$ cat src/sv/cfp_pkg.sv
`timescale 1ns / 1ps
// ----------------------------------------------------------------------------
// cfp_pkg
// shared types and constants of the framed byte parser
// ----------------------------------------------------------------------------
package cfp_pkg;

    // sync pattern
    localparam logic [7:0]  SYNC_FIRST  = 8'hAA;
    localparam logic [7:0]  SYNC_SECOND = 8'h55;

    // crc-16-ccitt, msb first, no final xor
    localparam logic [15:0] CRC_POLY    = 16'h1021;
    localparam logic [15:0] CRC_SEED    = 16'hFFFF;

    // event codes of a result word
    localparam logic [2:0]  EV_FRAMING  = 3'd0;
    localparam logic [2:0]  EV_PAYLOAD  = 3'd1;
    localparam logic [2:0]  EV_ACCEPT   = 3'd2;
    localparam logic [2:0]  EV_REJECT   = 3'd3;
    localparam logic [2:0]  EV_OVERSIZE = 3'd4;

    // configuration register indexes
    localparam int unsigned CFG_IDX_W   = 2;
    localparam logic [CFG_IDX_W-1:0] CFG_EXPECTED_VERSION = 2'd0;
    localparam logic [CFG_IDX_W-1:0] CFG_MAX_PAYLOAD_LEN  = 2'd1;

    // configuration reset values
    localparam logic [7:0]  EXPECTED_VERSION_RST = 8'd1;
    localparam logic [15:0] MAX_PAYLOAD_LEN_RST  = 16'd512;

    typedef struct packed {
        logic [7:0]  expected_version;
        logic [15:0] max_payload_len;
    } cfg_t;

    typedef struct packed {
        logic [2:0]  event_res;
        logic [7:0]  data_byte;
        logic [15:0] payload_index;
        logic [7:0]  frame_type;
        logic [7:0]  frame_seq;
        logic [15:0] frame_len;
        logic [15:0] received_crc_out;
        logic        crc_ok;
        logic        version_ok;
    } res_t;

endpackage

$ cat src/sv/cfp_if.sv
`timescale 1ns / 1ps
// ----------------------------------------------------------------------------
// cfp_if
// valid/ready channels for received bytes and parser result words
// ----------------------------------------------------------------------------

// received byte channel
interface cfp_byte_if;
    logic       valid;
    logic       ready;
    logic [7:0] rx_byte;

    modport source (output valid, output rx_byte, input ready);
    modport sink   (input valid, input rx_byte, output ready);
endinterface

// result word channel
interface cfp_res_if;
    logic        valid;
    logic        ready;
    logic [2:0]  event_res;
    logic [7:0]  data_byte;
    logic [15:0] payload_index;
    logic [7:0]  frame_type;
    logic [7:0]  frame_seq;
    logic [15:0] frame_len;
    logic [15:0] received_crc_out;
    logic        crc_ok;
    logic        version_ok;

    modport source (
        output valid, output event_res, output data_byte, output payload_index,
        output frame_type, output frame_seq, output frame_len,
        output received_crc_out, output crc_ok, output version_ok,
        input ready
    );
    modport sink (
        input valid, input event_res, input data_byte, input payload_index,
        input frame_type, input frame_seq, input frame_len,
        input received_crc_out, input crc_ok, input version_ok,
        output ready
    );
endinterface

$ cat src/sv/crc_checked_frame_parser_top.sv
// ----------------------------------------------------------------------------
// crc_checked_frame_parser_top: sync/length framed byte parser with crc-16 check
// path: input byte register, then result register; one word per byte
// throughput: one byte per cycle unless res_ch stalls; crc update combinational
// reset: asynchronous active low, parser hunts for sync, config back to defaults
// ----------------------------------------------------------------------------
`timescale 1ns / 1ps
module crc_checked_frame_parser_top
    import cfp_pkg::*;
(
    input  logic                 clk,
    input  logic                 rst_n,
    cfp_byte_if.sink             rx_ch,
    cfp_res_if.source            res_ch,
    input  logic                 cfg_we,
    input  logic [CFG_IDX_W-1:0] cfg_index,
    input  logic [15:0]          cfg_wdata
);

    cfg_t       cfg_reg;
    logic       s1_valid_reg;
    logic [7:0] s1_byte_reg;
    logic       out_valid_reg;
    logic       out_load;
    logic       step_en;
    logic       rx_accept;
    res_t       res;

    // handshake control of the two register stages
    assign out_load    = !out_valid_reg || res_ch.ready;
    assign step_en     = s1_valid_reg && out_load;
    assign rx_ch.ready = !s1_valid_reg || out_load;
    assign rx_accept   = rx_ch.valid && rx_ch.ready;

    // configuration registers
    always_ff @(posedge clk or negedge rst_n)
    begin
        if (!rst_n)
        begin
            cfg_reg.expected_version <= EXPECTED_VERSION_RST;
            cfg_reg.max_payload_len  <= MAX_PAYLOAD_LEN_RST;
        end
        else if (cfg_we)
        begin
            case (cfg_index)
                CFG_EXPECTED_VERSION: cfg_reg.expected_version <= cfg_wdata[7:0];
                CFG_MAX_PAYLOAD_LEN:  cfg_reg.max_payload_len  <= cfg_wdata;
                default:              cfg_reg <= cfg_reg;
            endcase
        end
    end

    // input register valid and result valid
    always_ff @(posedge clk or negedge rst_n)
    begin
        if (!rst_n)
        begin
            s1_valid_reg  <= 1'b0;
            out_valid_reg <= 1'b0;
        end
        else
        begin
            if (rx_accept)
            begin
                s1_valid_reg <= 1'b1;
            end
            else if (step_en)
            begin
                s1_valid_reg <= 1'b0;
            end

            if (step_en)
            begin
                out_valid_reg <= 1'b1;
            end
            else if (res_ch.ready)
            begin
                out_valid_reg <= 1'b0;
            end
        end
    end

    // input byte register
    always_ff @(posedge clk)
    begin
        if (rx_accept)
        begin
            s1_byte_reg <= rx_ch.rx_byte;
        end
    end

    cfp_parser u_parser (
        .clk     (clk),
        .rst_n   (rst_n),
        .step_en (step_en),
        .data    (s1_byte_reg),
        .cfg     (cfg_reg),
        .res     (res)
    );

    // result word onto the output channel
    assign res_ch.valid            = out_valid_reg;
    assign res_ch.event_res        = res.event_res;
    assign res_ch.data_byte        = res.data_byte;
    assign res_ch.payload_index    = res.payload_index;
    assign res_ch.frame_type       = res.frame_type;
    assign res_ch.frame_seq        = res.frame_seq;
    assign res_ch.frame_len        = res.frame_len;
    assign res_ch.received_crc_out = res.received_crc_out;
    assign res_ch.crc_ok           = res.crc_ok;
    assign res_ch.version_ok       = res.version_ok;

endmodule

$ cat src/sv/cfp_crc16.sv
`timescale 1ns / 1ps
// ----------------------------------------------------------------------------
// cfp_crc16
// byte-wide crc-16-ccitt update, eight shift steps unrolled
// ----------------------------------------------------------------------------
module cfp_crc16
    import cfp_pkg::*;
(
    input  logic [15:0] crc_in,
    input  logic [7:0]  data,
    output logic [15:0] crc_out
);

    // fold the byte into the top half, then shift out eight bits
    always_comb
    begin
        logic [15:0] c;
        c = crc_in ^ {data, 8'h00};
        for (int k = 0; k < 8; k++)
        begin
            if (c[15])
            begin
                c = {c[14:0], 1'b0} ^ CRC_POLY;
            end
            else
            begin
                c = {c[14:0], 1'b0};
            end
        end
        crc_out = c;
    end

endmodule

$ cat src/sv/cfp_parser.sv
`timescale 1ns / 1ps
// ----------------------------------------------------------------------------
// cfp_parser
// frame state machine with running crc and registered result word
// ----------------------------------------------------------------------------
module cfp_parser
    import cfp_pkg::*;
(
    input  logic       clk,
    input  logic       rst_n,
    input  logic       step_en,
    input  logic [7:0] data,
    input  cfg_t       cfg,
    output res_t       res
);

    typedef enum logic [3:0] {
        PH_SYNC1 = 4'd0,
        PH_SYNC2 = 4'd1,
        PH_VER   = 4'd2,
        PH_TYPE  = 4'd3,
        PH_SEQ   = 4'd4,
        PH_LENH  = 4'd5,
        PH_LENL  = 4'd6,
        PH_DATA  = 4'd7,
        PH_CRCH  = 4'd8,
        PH_CRCL  = 4'd9
    } phase_t;

    phase_t      phase_reg, phase_next;
    logic [7:0]  version_reg, version_next;
    logic [7:0]  type_reg, type_next;
    logic [7:0]  seq_reg, seq_next;
    logic [15:0] length_reg, length_next;
    logic [15:0] count_reg, count_next;
    logic [15:0] crc_reg, crc_next;
    logic [15:0] trailer_reg, trailer_next;
    res_t        res_reg, res_next;

    logic [15:0] crc_fed;
    logic [15:0] len_full;
    logic [15:0] trailer_full;
    logic        close;
    logic        wipe;

    cfp_crc16 u_crc (
        .crc_in  (crc_reg),
        .data    (data),
        .crc_out (crc_fed)
    );

    assign len_full     = {length_reg[15:8], data};
    assign trailer_full = {trailer_reg[15:8], data};

    // next state and result for the byte in the input register
    always_comb
    begin
        phase_next   = phase_reg;
        version_next = version_reg;
        type_next    = type_reg;
        seq_next     = seq_reg;
        length_next  = length_reg;
        count_next   = count_reg;
        crc_next     = crc_reg;
        trailer_next = trailer_reg;
        close        = 1'b0;
        wipe         = 1'b0;

        res_next                  = '0;
        res_next.event_res        = EV_FRAMING;
        res_next.data_byte        = data;

        case (phase_reg)
            PH_SYNC1:
            begin
                if (data == SYNC_FIRST)
                begin
                    phase_next = PH_SYNC2;
                end
            end
            PH_SYNC2:
            begin
                if (data == SYNC_SECOND)
                begin
                    phase_next = PH_VER;
                    crc_next   = CRC_SEED;
                end
                else if (data != SYNC_FIRST)
                begin
                    wipe = 1'b1;
                end
            end
            PH_VER:
            begin
                version_next = data;
                crc_next     = crc_fed;
                phase_next   = PH_TYPE;
            end
            PH_TYPE:
            begin
                type_next  = data;
                crc_next   = crc_fed;
                phase_next = PH_SEQ;
            end
            PH_SEQ:
            begin
                seq_next   = data;
                crc_next   = crc_fed;
                phase_next = PH_LENH;
            end
            PH_LENH:
            begin
                length_next = {data, 8'h00};
                crc_next    = crc_fed;
                phase_next  = PH_LENL;
            end
            PH_LENL:
            begin
                length_next = len_full;
                crc_next    = crc_fed;
                count_next  = '0;
                if (len_full > cfg.max_payload_len)
                begin
                    res_next.event_res = EV_OVERSIZE;
                    close              = 1'b1;
                end
                else if (len_full == 16'd0)
                begin
                    phase_next = PH_CRCH;
                end
                else
                begin
                    phase_next = PH_DATA;
                end
            end
            PH_DATA:
            begin
                res_next.event_res     = EV_PAYLOAD;
                res_next.payload_index = count_reg;
                crc_next               = crc_fed;
                count_next             = count_reg + 16'd1;
                if (count_next >= length_reg)
                begin
                    phase_next = PH_CRCH;
                end
            end
            PH_CRCH:
            begin
                trailer_next = {data, 8'h00};
                phase_next   = PH_CRCL;
            end
            PH_CRCL:
            begin
                trailer_next              = trailer_full;
                res_next.received_crc_out = trailer_full;
                res_next.crc_ok           = (crc_reg == trailer_full);
                res_next.version_ok       = (version_reg == cfg.expected_version);
                res_next.event_res        = (res_next.crc_ok && res_next.version_ok)
                                            ? EV_ACCEPT : EV_REJECT;
                close                     = 1'b1;
            end
            default:
            begin
                wipe = 1'b1;
            end
        endcase

        // header fields as they stand after this byte, zero after an early resync
        if (wipe)
        begin
            res_next.frame_type = '0;
            res_next.frame_seq  = '0;
            res_next.frame_len  = '0;
        end
        else
        begin
            res_next.frame_type = type_next;
            res_next.frame_seq  = seq_next;
            res_next.frame_len  = length_next;
        end

        // resync clears the held frame
        if (close || wipe)
        begin
            phase_next   = PH_SYNC1;
            version_next = '0;
            type_next    = '0;
            seq_next     = '0;
            length_next  = '0;
            count_next   = '0;
            crc_next     = CRC_SEED;
            trailer_next = '0;
        end
    end

    // state and result register
    always_ff @(posedge clk or negedge rst_n)
    begin
        if (!rst_n)
        begin
            phase_reg   <= PH_SYNC1;
            version_reg <= '0;
            type_reg    <= '0;
            seq_reg     <= '0;
            length_reg  <= '0;
            count_reg   <= '0;
            crc_reg     <= CRC_SEED;
            trailer_reg <= '0;
            res_reg     <= '0;
        end
        else if (step_en)
        begin
            phase_reg   <= phase_next;
            version_reg <= version_next;
            type_reg    <= type_next;
            seq_reg     <= seq_next;
            length_reg  <= length_next;
            count_reg   <= count_next;
            crc_reg     <= crc_next;
            trailer_reg <= trailer_next;
            res_reg     <= res_next;
        end
    end

    assign res = res_reg;

`ifndef SYNTHESIS
    // payload index always lies inside the announced length
    a_index_in_frame: assert property (@(posedge clk) disable iff (!rst_n)
        res_reg.event_res == EV_PAYLOAD |-> res_reg.payload_index < res_reg.frame_len)
        else $error("payload index beyond frame length");

    // an accepted frame passed both checks
    a_accept_checks: assert property (@(posedge clk) disable iff (!rst_n)
        res_reg.event_res == EV_ACCEPT |-> res_reg.crc_ok && res_reg.version_ok)
        else $error("accept without passing checks");

    // check flags and trailer only on end words
    a_end_fields: assert property (@(posedge clk) disable iff (!rst_n)
        (res_reg.event_res != EV_ACCEPT && res_reg.event_res != EV_REJECT)
        |-> !res_reg.crc_ok && !res_reg.version_ok && res_reg.received_crc_out == 16'd0)
        else $error("end fields set on non-end word");

    // hunting phase always holds a clean frame context
    a_hunt_clean: assert property (@(posedge clk) disable iff (!rst_n)
        (phase_reg == PH_SYNC1 || phase_reg == PH_SYNC2)
        |-> crc_reg == CRC_SEED && length_reg == 16'd0 && count_reg == 16'd0)
        else $error("stale frame state while hunting");
`endif

endmodule
$ cat src/flat_wrapper.sv
// flat-port wrapper written by rule: the top's interface ports become plain ports
module crc_checked_frame_parser_top_flat import cfp_pkg::*;
  (clk, rst_n, cfg_we, cfg_index, cfg_wdata, rx_ch_valid, rx_ch_rx_byte, rx_ch_ready, res_ch_valid, res_ch_event_res, res_ch_data_byte, res_ch_payload_index, res_ch_frame_type, res_ch_frame_seq, res_ch_frame_len, res_ch_received_crc_out, res_ch_crc_ok, res_ch_version_ok, res_ch_ready);
  cfp_byte_if rx_ch_i ();
  cfp_res_if res_ch_i ();
  input  logic clk;
  input  logic rst_n;
  input  logic cfg_we;
  input  logic [CFG_IDX_W-1:0] cfg_index;
  input  logic [15:0] cfg_wdata;
  input wire logic [$bits(rx_ch_i.valid)-1:0] rx_ch_valid;
  input wire logic [$bits(rx_ch_i.rx_byte)-1:0] rx_ch_rx_byte;
  output wire logic [$bits(rx_ch_i.ready)-1:0] rx_ch_ready;
  output wire logic [$bits(res_ch_i.valid)-1:0] res_ch_valid;
  output wire logic [$bits(res_ch_i.event_res)-1:0] res_ch_event_res;
  output wire logic [$bits(res_ch_i.data_byte)-1:0] res_ch_data_byte;
  output wire logic [$bits(res_ch_i.payload_index)-1:0] res_ch_payload_index;
  output wire logic [$bits(res_ch_i.frame_type)-1:0] res_ch_frame_type;
  output wire logic [$bits(res_ch_i.frame_seq)-1:0] res_ch_frame_seq;
  output wire logic [$bits(res_ch_i.frame_len)-1:0] res_ch_frame_len;
  output wire logic [$bits(res_ch_i.received_crc_out)-1:0] res_ch_received_crc_out;
  output wire logic [$bits(res_ch_i.crc_ok)-1:0] res_ch_crc_ok;
  output wire logic [$bits(res_ch_i.version_ok)-1:0] res_ch_version_ok;
  input wire logic [$bits(res_ch_i.ready)-1:0] res_ch_ready;
  assign rx_ch_i.valid = rx_ch_valid;
  assign rx_ch_i.rx_byte = rx_ch_rx_byte;
  assign rx_ch_ready = rx_ch_i.ready;
  assign res_ch_valid = res_ch_i.valid;
  assign res_ch_event_res = res_ch_i.event_res;
  assign res_ch_data_byte = res_ch_i.data_byte;
  assign res_ch_payload_index = res_ch_i.payload_index;
  assign res_ch_frame_type = res_ch_i.frame_type;
  assign res_ch_frame_seq = res_ch_i.frame_seq;
  assign res_ch_frame_len = res_ch_i.frame_len;
  assign res_ch_received_crc_out = res_ch_i.received_crc_out;
  assign res_ch_crc_ok = res_ch_i.crc_ok;
  assign res_ch_version_ok = res_ch_i.version_ok;
  assign res_ch_i.ready = res_ch_ready;
  crc_checked_frame_parser_top u_core (.clk(clk), .rst_n(rst_n), .rx_ch(rx_ch_i), .res_ch(res_ch_i), .cfg_we(cfg_we), .cfg_index(cfg_index), .cfg_wdata(cfg_wdata));
endmodule
$ cat config.mk
export PLATFORM = sky130hd
export DESIGN_NAME = crc_checked_frame_parser_top_flat
export DESIGN_NICKNAME = d
export VERILOG_FILES = /design/src/sv/cfp_pkg.sv /design/src/sv/cfp_if.sv /design/src/sv/crc_checked_frame_parser_top.sv /design/src/sv/cfp_crc16.sv /design/src/sv/cfp_parser.sv /design/src/flat_wrapper.sv
export SDC_FILE = /design/constraint.sdc
export NUM_CORES = 1
export LEC_CHECK = 0
export BUFFER_PORTS_ARGS = -buffer_cell sky130_fd_sc_hd__buf_4
export CORE_ASPECT_RATIO = 0.8
export CORE_MARGIN = 1
export CORE_UTILIZATION = 55
export CTS_CLUSTER_DIAMETER = 30
export DETAILED_ROUTE_END_ITERATION = 8
export GPL_TIMING_DRIVEN = 0
export PLACE_DENSITY_LB_ADDON = 0.12
export SLEW_MARGIN = 10
export SYNTH_ARGS = -nofsm -noshare
export SYNTH_HDL_FRONTEND = slang
export SYNTH_SLANG_ARGS = --single-unit
$ cat constraint.sdc
create_clock -name clk -period 3.2 [get_ports clk]
set_input_delay 0.16 -clock clk [delete_from_list [all_inputs] [get_ports clk]]
set_output_delay 0.16 -clock clk [all_outputs]
set_load 0.01 [all_outputs]
==> qor.csv, run 1 <==
metric;value;unit
status;finished, final reports clean;
die area;0.01768;mm2
fillers;1242;
Synth Instances;835;
sequential-to-total area share from yosys stat;0.5241;
Max Transition Viols Final;0;
r2r endpoint;u_core.u_parser.crc_reg[4];
fmax;318.9;MHz
Synth area leaders;dfrtp_1 (45%), a22o_1 (9.1%), dfstp_2 (5.0%);
PwrDens;784.8;mW/mm2
first-pass GRT wire length;38.09;mm
# nets final;1062;
Final min period;3136;ps
DR pass1 iterations;4;
WP data required;3550;ps
DR WL/cell;19.15;um
Slew headroom;0.2577;
Comb pwr share;0.361;
crit-path max cell delay;560;ps
clk sinks;195;
Worst Tran Pin Value;1111;ps
diodes inserted;0;
starting density of the core;0.5661;
drt first-iter violations;522;
Min-Delay Path Depth;3;
Max Cap Viol;0;
Yosys cell types;58;
CP max-delay cell;o41a_1;
Final Wtd Congestion;0.9324;
Top delay family on crit path;buffers and inverters;
Post-synth EDFFs;8;
Hold Startpoint;res_ch_ready;
top_reg_cell synth;dfrtp_1;
Hold Fails Final Rpt;0;
power share of the clock group;0.229;
Final ANT Viol Nets;0;
HPWL after DPL;16.09;mm
kind of critical path;reg2reg;
Hold EP;u_core.res_ch.valid;
Clk pin slew, worst setup/hold paths;70;ps
fin crit share;0.9799;
Synth Cell Area;0.009430;mm2
number of vias per cell;5.838;
vias in the first global route;6972;
Worst Path Arrival;3490;ps
Synth top area share;0.4485;
routed vias;7186;
Largest register FFs;77;
drt drc;0;
P_leak;0.005395;uW
switching pwr;3272;uW
worst hold path type;in2reg;
Layout area overhead;22.25;%
WP depth;12;
Critical Path Start Type;register;
DIE WIDTH;148.4;um
CP Capture Type;register;
Sw Ratio;0.3616;
worst-path fanout max;10;
CTS Buffer Depth;2;
Die Height;119.1;um
number of port buffers;109;
Ys Warns;0;
share of cells above drive strength 1;0.2305;
initial antenna violation count;0;
GRT Resource Usage Total;0.2832;
I/O pin count;110;
R2R depth;12;
htree depth;4;
grt ovf;0;
syn avg cell area;11.29;um2
pin count of the biggest net entering global routing;112;
# rows;42;
asr flop ratio synth;0.9590;
clk_lat worst skew;440;ps
root buffer cell;clkbuf_16;
hold slack;22.24;ps
total power draw;9048;uW
CP cell instances;buf_2 -> inv_1 -> ha_1 -> nor2b_1 -> o211ai_1 -> a21boi_0 -> o41a_1 -> buf_4 -> nor4_4 -> buf_4 -> buf_2 -> a21oi_1;
final wirelength;23.57;mm
Num CTS Buffers;17;
VDD IR max;0.4614;mV
flop-to-flop setup slack;60;ps
crit path buf inv count;5;
core area;0.01666;mm2
Core Util, Final;0.6921;
syn nets;899;
Cell Int Power;5776;uW
clk_skew;6.994;ps
sequential share of power;0.409;
cell taking the most area after synthesis;dfrtp_1;
CTS tree;yes;
endpoints failing setup;0;
synthesis-stage register bit count;195;
Worst R2R Start;u_core.s1_byte_reg[0];
-- layer usage --
layer / wire length (um) / global-route usage / up-vias
met2: 10420 / 0.4079 / 258
met3: 1342 / 0.05632 / 25
met1: 11480 / 0.4365 / 3574
met4: 324 / 0.07023 / 0
li1: - / - / 3329
met5: 0 / 0 / -
-- cell usage after synthesis (3+ instances only) --
cell / n
o21ai_0: 21
inv_1: 37
a21boi_0: 3
dfstp_2: 18
nand2b_1: 9
mux2_2: 24
o31ai_1: 27
nand3_1: 9
a211o_1: 4
and3_1: 5
or4_1: 3
clkbuf_1: 39
edfxtp_1: 8
nor2b_1: 4
and4_1: 3
nand4_1: 7
xnor2_1: 22
o41ai_4: 3
a21oi_1: 24
nor4_1: 7
o41a_1: 3
a31oi_1: 3
buf_1: 6
nand2_1: 70
mux2i_1: 24
nor3b_1: 3
buf_2: 8
o211ai_1: 3
nor2_1: 46
xor2_1: 40
a22oi_1: 8
ha_1: 33
and2_1: 8
a22o_1: 98
dfrtp_1: 169
nor3_1: 6
-- metrics by stage --
step | cell area [um2] | TNS, ps | cells | setup WS (ps)
5_1_grt | 11530 | -12.99 | 1231 | -12.99
3_3_place_gp | 10520 | -4685 | 1164 | -360.6
2_1_floorplan | 9430 | 0 | 835 | 225.4
3_5_place_dp | 10560 | -4677 | 1165 | -338.5
4_1_cts | 11410 | 0 | 1222 | 1.564
6_report | 11530 | 0 | 1231 | 64.40
-- worst reg2reg max path: stages, from the launching register on --
cell and delay, ps:
edfxtp_1 510, buf_2 270, inv_1 170, ha_1 170, nor2b_1 40, o211ai_1 150
a21boi_0 110, o41a_1 560, buf_4 280, nor4_4 250, buf_4 190, buf_2 230
a21oi_1 100
-- power groups by stage --
| stage | clock network, uW | registers, uW | logic, uW |
|---|---|---|---|
| floorplan | 0 | 3650 | 2170 |
| global placement | 0 | 3710 | 3060 |
| detailed placement | 0 | 3730 | 3120 |
| CTS | 2090 | 3690 | 3200 |
| global route | 2200 | 3770 | 3600 |
| finish | 2080 | 3700 | 3270 |
-- worst max path at each step --
stage | end | start
6_report | u_core.u_parser.crc_reg[4] | u_core.s1_byte_reg[0]
3_3_place_gp | u_core.u_parser.crc_reg[12] | u_core.s1_byte_reg[0]
3_5_place_dp | u_core.u_parser.crc_reg[5] | u_core.s1_byte_reg[0]
2_1_floorplan | u_core.u_parser.phase_reg[1] | u_core.u_parser.count_reg[2]
4_1_cts | u_core.u_parser.phase_reg[1] | u_core.u_parser.count_reg[2]
5_1_grt | u_core.u_parser.phase_reg[1] | u_core.u_parser.count_reg[3]
-- placed cells by master (no fill, tap or decap), drive strengths merged, types with 7 or more instances in the layout --
| master | count |
|---|---|
| and2 | 8 |
| dfrtp | 169 |
| xnor2 | 22 |
| dfstp | 18 |
| a21oi | 24 |
| o21ai | 21 |
| inv | 40 |
| nor3 | 8 |
| dlygate4sd3 | 26 |
| xor2 | 40 |
| nand4 | 7 |
| edfxtp | 8 |
| nand2 | 70 |
| nand2b | 9 |
| a22oi | 8 |
| o31ai | 30 |
| buf | 136 |
| ha | 33 |
| mux2 | 24 |
| nor2 | 47 |
| mux2i | 24 |
| a22o | 98 |
| clkbuf | 61 |
| nor4 | 9 |
| nand3 | 9 |
-- cell families (layout without fill, tap and decap cells) --
group           count (synthesis)  count (layout)  share of synthesized area
compound gates                212             212                     0.1814
xor+xnor                       62              62                    0.05758
fa+ha+maj                      33              33                    0.04378
buf+inv                        93             269                    0.03901
flops                         195             195                     0.5241
mux                            48              48                    0.05413
simple gates                  192             192                     0.1000
-- area by class of cell --
class	instances	area (um2)	share of cell area
Clock inverter	9	70.07	0.006078
Multi-Input combinational cell	547	4188	0.3633
Sequential cell	195	4950	0.4293
Timing Repair Buffer	145	1181	0.1025
Buffer	55	226.5	0.01964
Clock buffer	23	499.2	0.04330
Tap cell	220	275.3	0.02388
Inverter	37	138.9	0.01205
-- repair_timing --
item,4_1_cts,5_1_grt
resized for setup,6,17
endpoints found under the setup margin,41,38
pin swaps,1,2
hold buffers,26,0
gates cloned,0,0
endpoints found under the hold margin,93,0
buffers inserted,0,9
No activity file was read; power rests on OpenSTA's default activity.
==> run 2: changes to the inputs <==
--- a/config.mk
+++ b/config.mk
@@ -13,6 +13,7 @@
 export DETAILED_ROUTE_END_ITERATION = 8
 export GPL_TIMING_DRIVEN = 0
 export PLACE_DENSITY_LB_ADDON = 0.12
+export REMOVE_ABC_BUFFERS = 1
 export SLEW_MARGIN = 10
 export SYNTH_ARGS = -nofsm -noshare
 export SYNTH_HDL_FRONTEND = slang
==> qor.csv, run 2 (synthesis results as in run 1) <==
metric;value;unit;change
status;finished, final reports clean;;
PwrDens;790.0;mW/mm2;+0.66%
worst hold path type;in2reg;;
R2R depth;8;;-4
Max Cap Viol;0;;unchanged
Area after DPL;0.01043;mm2;-1.2%
Min-Delay Path Depth;3;;unchanged
CTS tree;yes;;
area of the multi-input gates;0.004232;mm2;+1.0%
kind of critical path;reg2reg;;
initial antenna violation count;0;;unchanged
first-pass GRT wire length;37.74;mm;-0.94%
Hold Fails Final Rpt;0;;unchanged
worst-path fanout max;14;;+4
DR WL/cell;19.72;um;+3.0%
vias in the first global route;7175;;+2.9%
Finished Cell Area;0.01155;mm2;+0.15%
grt ovf;0;;unchanged
routed vias;7166;;-0.28%
VDD IR max;0.5051;mV;+9.5%
Layout area overhead;22.44;%;
Critical Path Start Type;register;;
Clk pin slew, worst setup/hold paths;70;ps;about the same
drt drc;0;;unchanged
total power draw;9121;uW;+0.81%
root buffer cell;clkbuf_16;;
clk_skew;9.644;ps;+2.650 ps
number of vias per cell;6.012;;+3.0%
Worst Path Arrival;3490;ps;about the same
fin crit share;0.9746;;-0.005283
clk_lat worst skew;440;ps;about the same
P_leak;0.005424;uW;+0.54%
drt first-iter violations;470;;-10%
pin count of the biggest net entering global routing;99;;-12%
Largest register FFs;77;;unchanged
Final min period;3119;ps;-16.91 ps
number of port buffers;109;;unchanged
diodes inserted;0;;unchanged
clk sinks;195;;unchanged
fillers;1195;;-3.8%
DR pass1 iterations;4;;unchanged
DIE WIDTH;148.4;um;unchanged
core area;0.01666;mm2;unchanged
HPWL after DPL;15.00;mm;-6.8%
starting density of the core;0.5661;;unchanged
Final Wtd Congestion;0.8841;;-5.2%
share of cells above drive strength 1;0.2541;;+0.02365
Max Transition Viols Final;0;;unchanged
I/O pin count;110;;unchanged
register area;0.004950;mm2;unchanged
final wirelength;23.50;mm;-0.30%
Worst Tran Pin Value;968.2;ps;-142.9 ps
GRT Resource Usage Total;0.2804;;-0.002871
CP Capture Type;register;;
most common cell after layout, fill and taps aside;dfrtp_1;;
commonest non-fill, non-tap cells in the layout;dfrtp_1 (163), buf_4 (128), a22o_1 (98);;
endpoints failing setup;0;;unchanged
RSZ-0062 raised after global routing;true;;
WP data required;3580;ps;+30 ps
die area;0.01768;mm2;unchanged
# nets final;1023;;-3.7%
htree depth;4;;unchanged
Num CTS Buffers;17;;unchanged
fmax;320.6;MHz;+0.54%
Final ANT Viol Nets;0;;unchanged
# rows;42;;unchanged
Die Height;119.1;um;unchanged
Slew headroom;0.3532;;+0.09548
CTS Buffer Depth;2;;unchanged
## run 2: cell types whose count changed in the layout (fill, tap and decap cells not counted), moves of 2 or more
cell	delta
inv_6	+4
buf_1	-6
buf_2	-9
buf_12	+3
nor3_2	+2
buf_4	+9
clkbuf_1	-39
## run 2: metal layers
metal | vias up | track usage | routed length [um]
met5 | - | 0 | 0
met4 | 0 | 0.1250 | 509
met3 | 34 | 0.04444 | 1055
met2 | 198 | 0.4369 | 11280
met1 | 3665 | 0.3882 | 10650
li1 | 3269 | - | -
## run 2: where the power goes
group / leakage (uW) / total [uW] / internal [uW] / switching, uW
Combinational: 0.00265 / 3230 / 1530 / 1700
Sequential: 0.00249 / 3770 / 3170 / 604
Clock: 0.000288 / 2120 / 1150 / 971
Total: 0.00542 / 9120 / 5840 / 3280
## run 2: worst paths after layout
path | to | startpoint | slack (ps)
max in group asynchronous | u_core.u_parser.count_reg[8] | rst_n | 1950
min reg2reg | u_core.u_parser.res[45] | u_core.u_parser.res[45] | 480
max reg2reg | u_core.u_parser.seq_reg[1] | u_core.s1_byte_reg[0] | 80
min | u_core.s1_valid_reg | res_ch_ready | 40
max | u_core.u_parser.seq_reg[1] | u_core.s1_byte_reg[0] | 80
min in group asynchronous | u_core.u_parser.res[37] | rst_n | 340
## run 2: layout make-up
| cell class | instances | area share |
|---|---|---|
| well taps | 220 | 0.02384 |
| clock buffers | 20 | 0.04042 |
| clock inverters | 12 | 0.01019 |
| inverters | 37 | 0.01203 |
| multi-input cells | 547 | 0.3665 |
| flip-flops and latches | 195 | 0.4287 |
| repair buffers | 161 | 0.1183 |
## run 2: stage by stage
stage	hold WS, ps	setup TNS, ps	setup WS, ps	std cells	util
4_1_cts	46.26	0	2.822	1182	0.6845
3_3_place_gp	339.2	-178680	-2456	1108	0.6180
5_1_grt	78.93	-41.03	-29.89	1192	0.6931
3_5_place_dp	240.3	-23560	-501.3	1113	0.6262
2_1_floorplan	-135.6	-34040	-791.1	779	-
6_report	39.18	0	81.31	1192	0.6931
## run 2: timing repair
| action | CTS | global route |
|---|---|---|
| setup endpoints to repair | 84 | 54 |
| endpoints found under the hold margin | 116 | 0 |
| resized for setup | 8 | 15 |
| hold buffers | 26 | 0 |
| setup buffers | 11 | 10 |
| pin swaps | 2 | 4 |
## run 2: critical path: stages (launching register included)
cell	delay [ps]
edfxtp_1	740
inv_1	240
ha_1	180
nor2b_1	40
o211ai_1	140
a21boi_0	100
o41a_2	710
o41ai_4	660
a22o_1	220
==> run 3: changes to the inputs <==
==> constraint.sdc (replaced) <==
create_clock -name clk -period 3 [get_ports clk]
set_input_delay 0.15 -clock clk [delete_from_list [all_inputs] [get_ports clk]]
set_output_delay 0.15 -clock clk [all_outputs]
set_load 0.01 [all_outputs]
==> qor.csv, run 3 (synthesis results as in run 1) <==
metric;value;unit;change
status;complete, but fails checks;;
violated checks;setup timing;;
Final ANT Viol Nets;0;;unchanged
Final min period;3008;ps;-110.7 ps
fillers;1180;;-1.3%
routed vias;7287;;+1.7%
Layout area overhead;24.03;%;
DR pass1 iterations;4;;unchanged
Placed Cells;1113;;unchanged
core area;0.01666;mm2;unchanged
vias in the first global route;7282;;+1.5%
most common cell after layout, fill and taps aside;dfrtp_1;;
worst-path fanout max;6;;-8
RSZ-0062 raised after global routing;true;;
crit-path max cell delay;580;ps;-160 ps
clk_skew;12.71;ps;+3.065 ps
commonest non-fill, non-tap cells in the layout;dfrtp_1 (162), buf_4 (145), a22o_1 (98);;
clk_lat worst skew;440;ps;about the same
Clk pin slew, worst setup/hold paths;80;ps;about the same
Hold Fails Final Rpt;0;;unchanged
DR WL/cell;19.71;um;about the same
clk sinks;195;;unchanged
fin crit share;1.003;;+0.02807
cell mode on critical path;and3_4;;
Max Cap Viol;0;;unchanged
Slew headroom;0.3543;;+0.001168
first-pass GRT wire length;38.54;mm;+2.1%
number of port buffers;109;;unchanged
# nets final;1040;;+1.7%
pin count of the biggest net entering global routing;99;;unchanged
VDD IR max;0.5504;mV;+9.0%
final worst slack;-7.971;ps;-89.28 ps
kind of critical path;reg2reg;;
CTS Buffer Depth;2;;unchanged
root buffer cell;clkbuf_16;;
final wirelength;23.83;mm;+1.4%
Critical Path Start Type;register;;
CTS tree;yes;;
# rows;42;;unchanged
number of vias per cell;6.027;;+0.26%
starting density of the core;0.5661;;unchanged
diodes inserted;0;;unchanged
Layout Cells excl Fill;1209;;+1.4%
DIE WIDTH;148.4;um;unchanged
initial antenna violation count;0;;unchanged
share of cells above drive strength 1;0.2720;;+0.01788
area of the multi-input gates;0.004253;mm2;+0.50%
die area;0.01768;mm2;unchanged
register area;0.004951;mm2;about the same
Top delay family on crit path;simple AND/OR/NAND/NOR gates;;
CP cell instances;and3_4 -> and3_4 -> and2_4 -> nand3_2 -> xnor2_2 -> ha_1 -> o21a_1 -> a211o_1 -> a21oi_2 -> or4b_4 -> o21bai_1 -> a22o_1;;
drt drc;0;;unchanged
CP max-delay cell;or4b_4;;
WP data required;3320;ps;-260 ps
drt first-iter violations;525;;+12%
PwrDens;836.5;mW/mm2;+5.9%
endpoints failing setup;1;;+1
Worst Tran Pin Value;961.1;ps;-7.053 ps
Worst Path Arrival;3330;ps;-160 ps
GRT Resource Usage Total;0.2870;;+0.006603
htree depth;4;;unchanged
grt ovf;0;;unchanged
crit path buf inv count;0;;-1
I/O pin count;110;;unchanged
HPWL after DPL;15.00;mm;unchanged
Final Wtd Congestion;0.8841;;unchanged
P_leak;0.005513;uW;+1.6%
Max Transition Viols Final;0;;unchanged
fmax;332.5;MHz;+3.7%
CP Capture Type;register;;
worst hold path type;in2reg;;
Largest register FFs;77;;unchanged
Num CTS Buffers;17;;unchanged
total power draw;9784;uW;+7.3%
Die Height;119.1;um;unchanged
run 3: cell types whose count changed in the layout (fill, tap and decap cells not counted), sizes merged:
cell / change
buf: +17
run 3: cell type report:
| cell class | count | area share |
|---|---|---|
| Clock buffer | 20 | 0.03990 |
| Clock inverter | 12 | 0.01006 |
| Inverter | 37 | 0.01187 |
| Multi-Input combinational cell | 547 | 0.3636 |
| Sequential cell | 195 | 0.4233 |
| Tap cell | 220 | 0.02353 |
| Timing Repair Buffer | 178 | 0.1277 |
run 3: where the power goes:
part           leakage (uW)  internal, uW  switching (uW)
clock network      0.000288          1230            1040
registers           0.00248          3380             630
logic               0.00274          1660            1850
run 3: per-stage QoR:
stage	setup TNS, ps	setup WS, ps	hold WS (ps)	instance area, um2	utilization
global route	-1530	-97.24	68.98	11700	0.7021
CTS	-6.102	-6.102	36.26	11580	0.6953
finish	-7.971	-7.971	34.22	11700	0.7021
global placement	-210610	-2656	329.2	10290	0.6180
floorplan	-48650	-991.1	-145.6	9201	-
detailed placement	-40390	-701.3	230.3	10430	0.6262
run 3: final timing paths:
path	startpoint	to	slack, ps	depth (start not counted)
hold / removal	res_ch_ready	u_core.s1_valid_reg	30	3
min in group asynchronous	rst_n	u_core.u_parser.res[37]	320	2
setup reg to reg	u_core.u_parser.count_reg[4]	u_core.u_parser.phase_reg[1]	-8	12
max in group asynchronous	rst_n	u_core.u_parser.count_reg[7]	1750	3
setup / recovery	u_core.u_parser.count_reg[4]	u_core.u_parser.phase_reg[1]	-8	12
hold reg to reg	u_core.u_parser.res[45]	u_core.u_parser.res[45]	480	2
run 3: repair_timing:
action                     in CTS  in global routing
pin swaps                       6                  8
gates resized for setup        20                 10
hold buffers                   26                  0
setup endpoints to repair      85                 36
hold endpoints to repair      116                  0
setup buffers                  28                 10
run 3: tightest hold or removal path, cell delays in order:
cell	delay [ps]
buf_4	80
nand3b_1	140
nand2b_1	60
run 3: layer usage:
metal,share of wire,track usage
met3,0.047,0.04483
met1,0.45,0.3968
met4,0.031,0.1263
met2,0.48,0.4492
met5,0,0
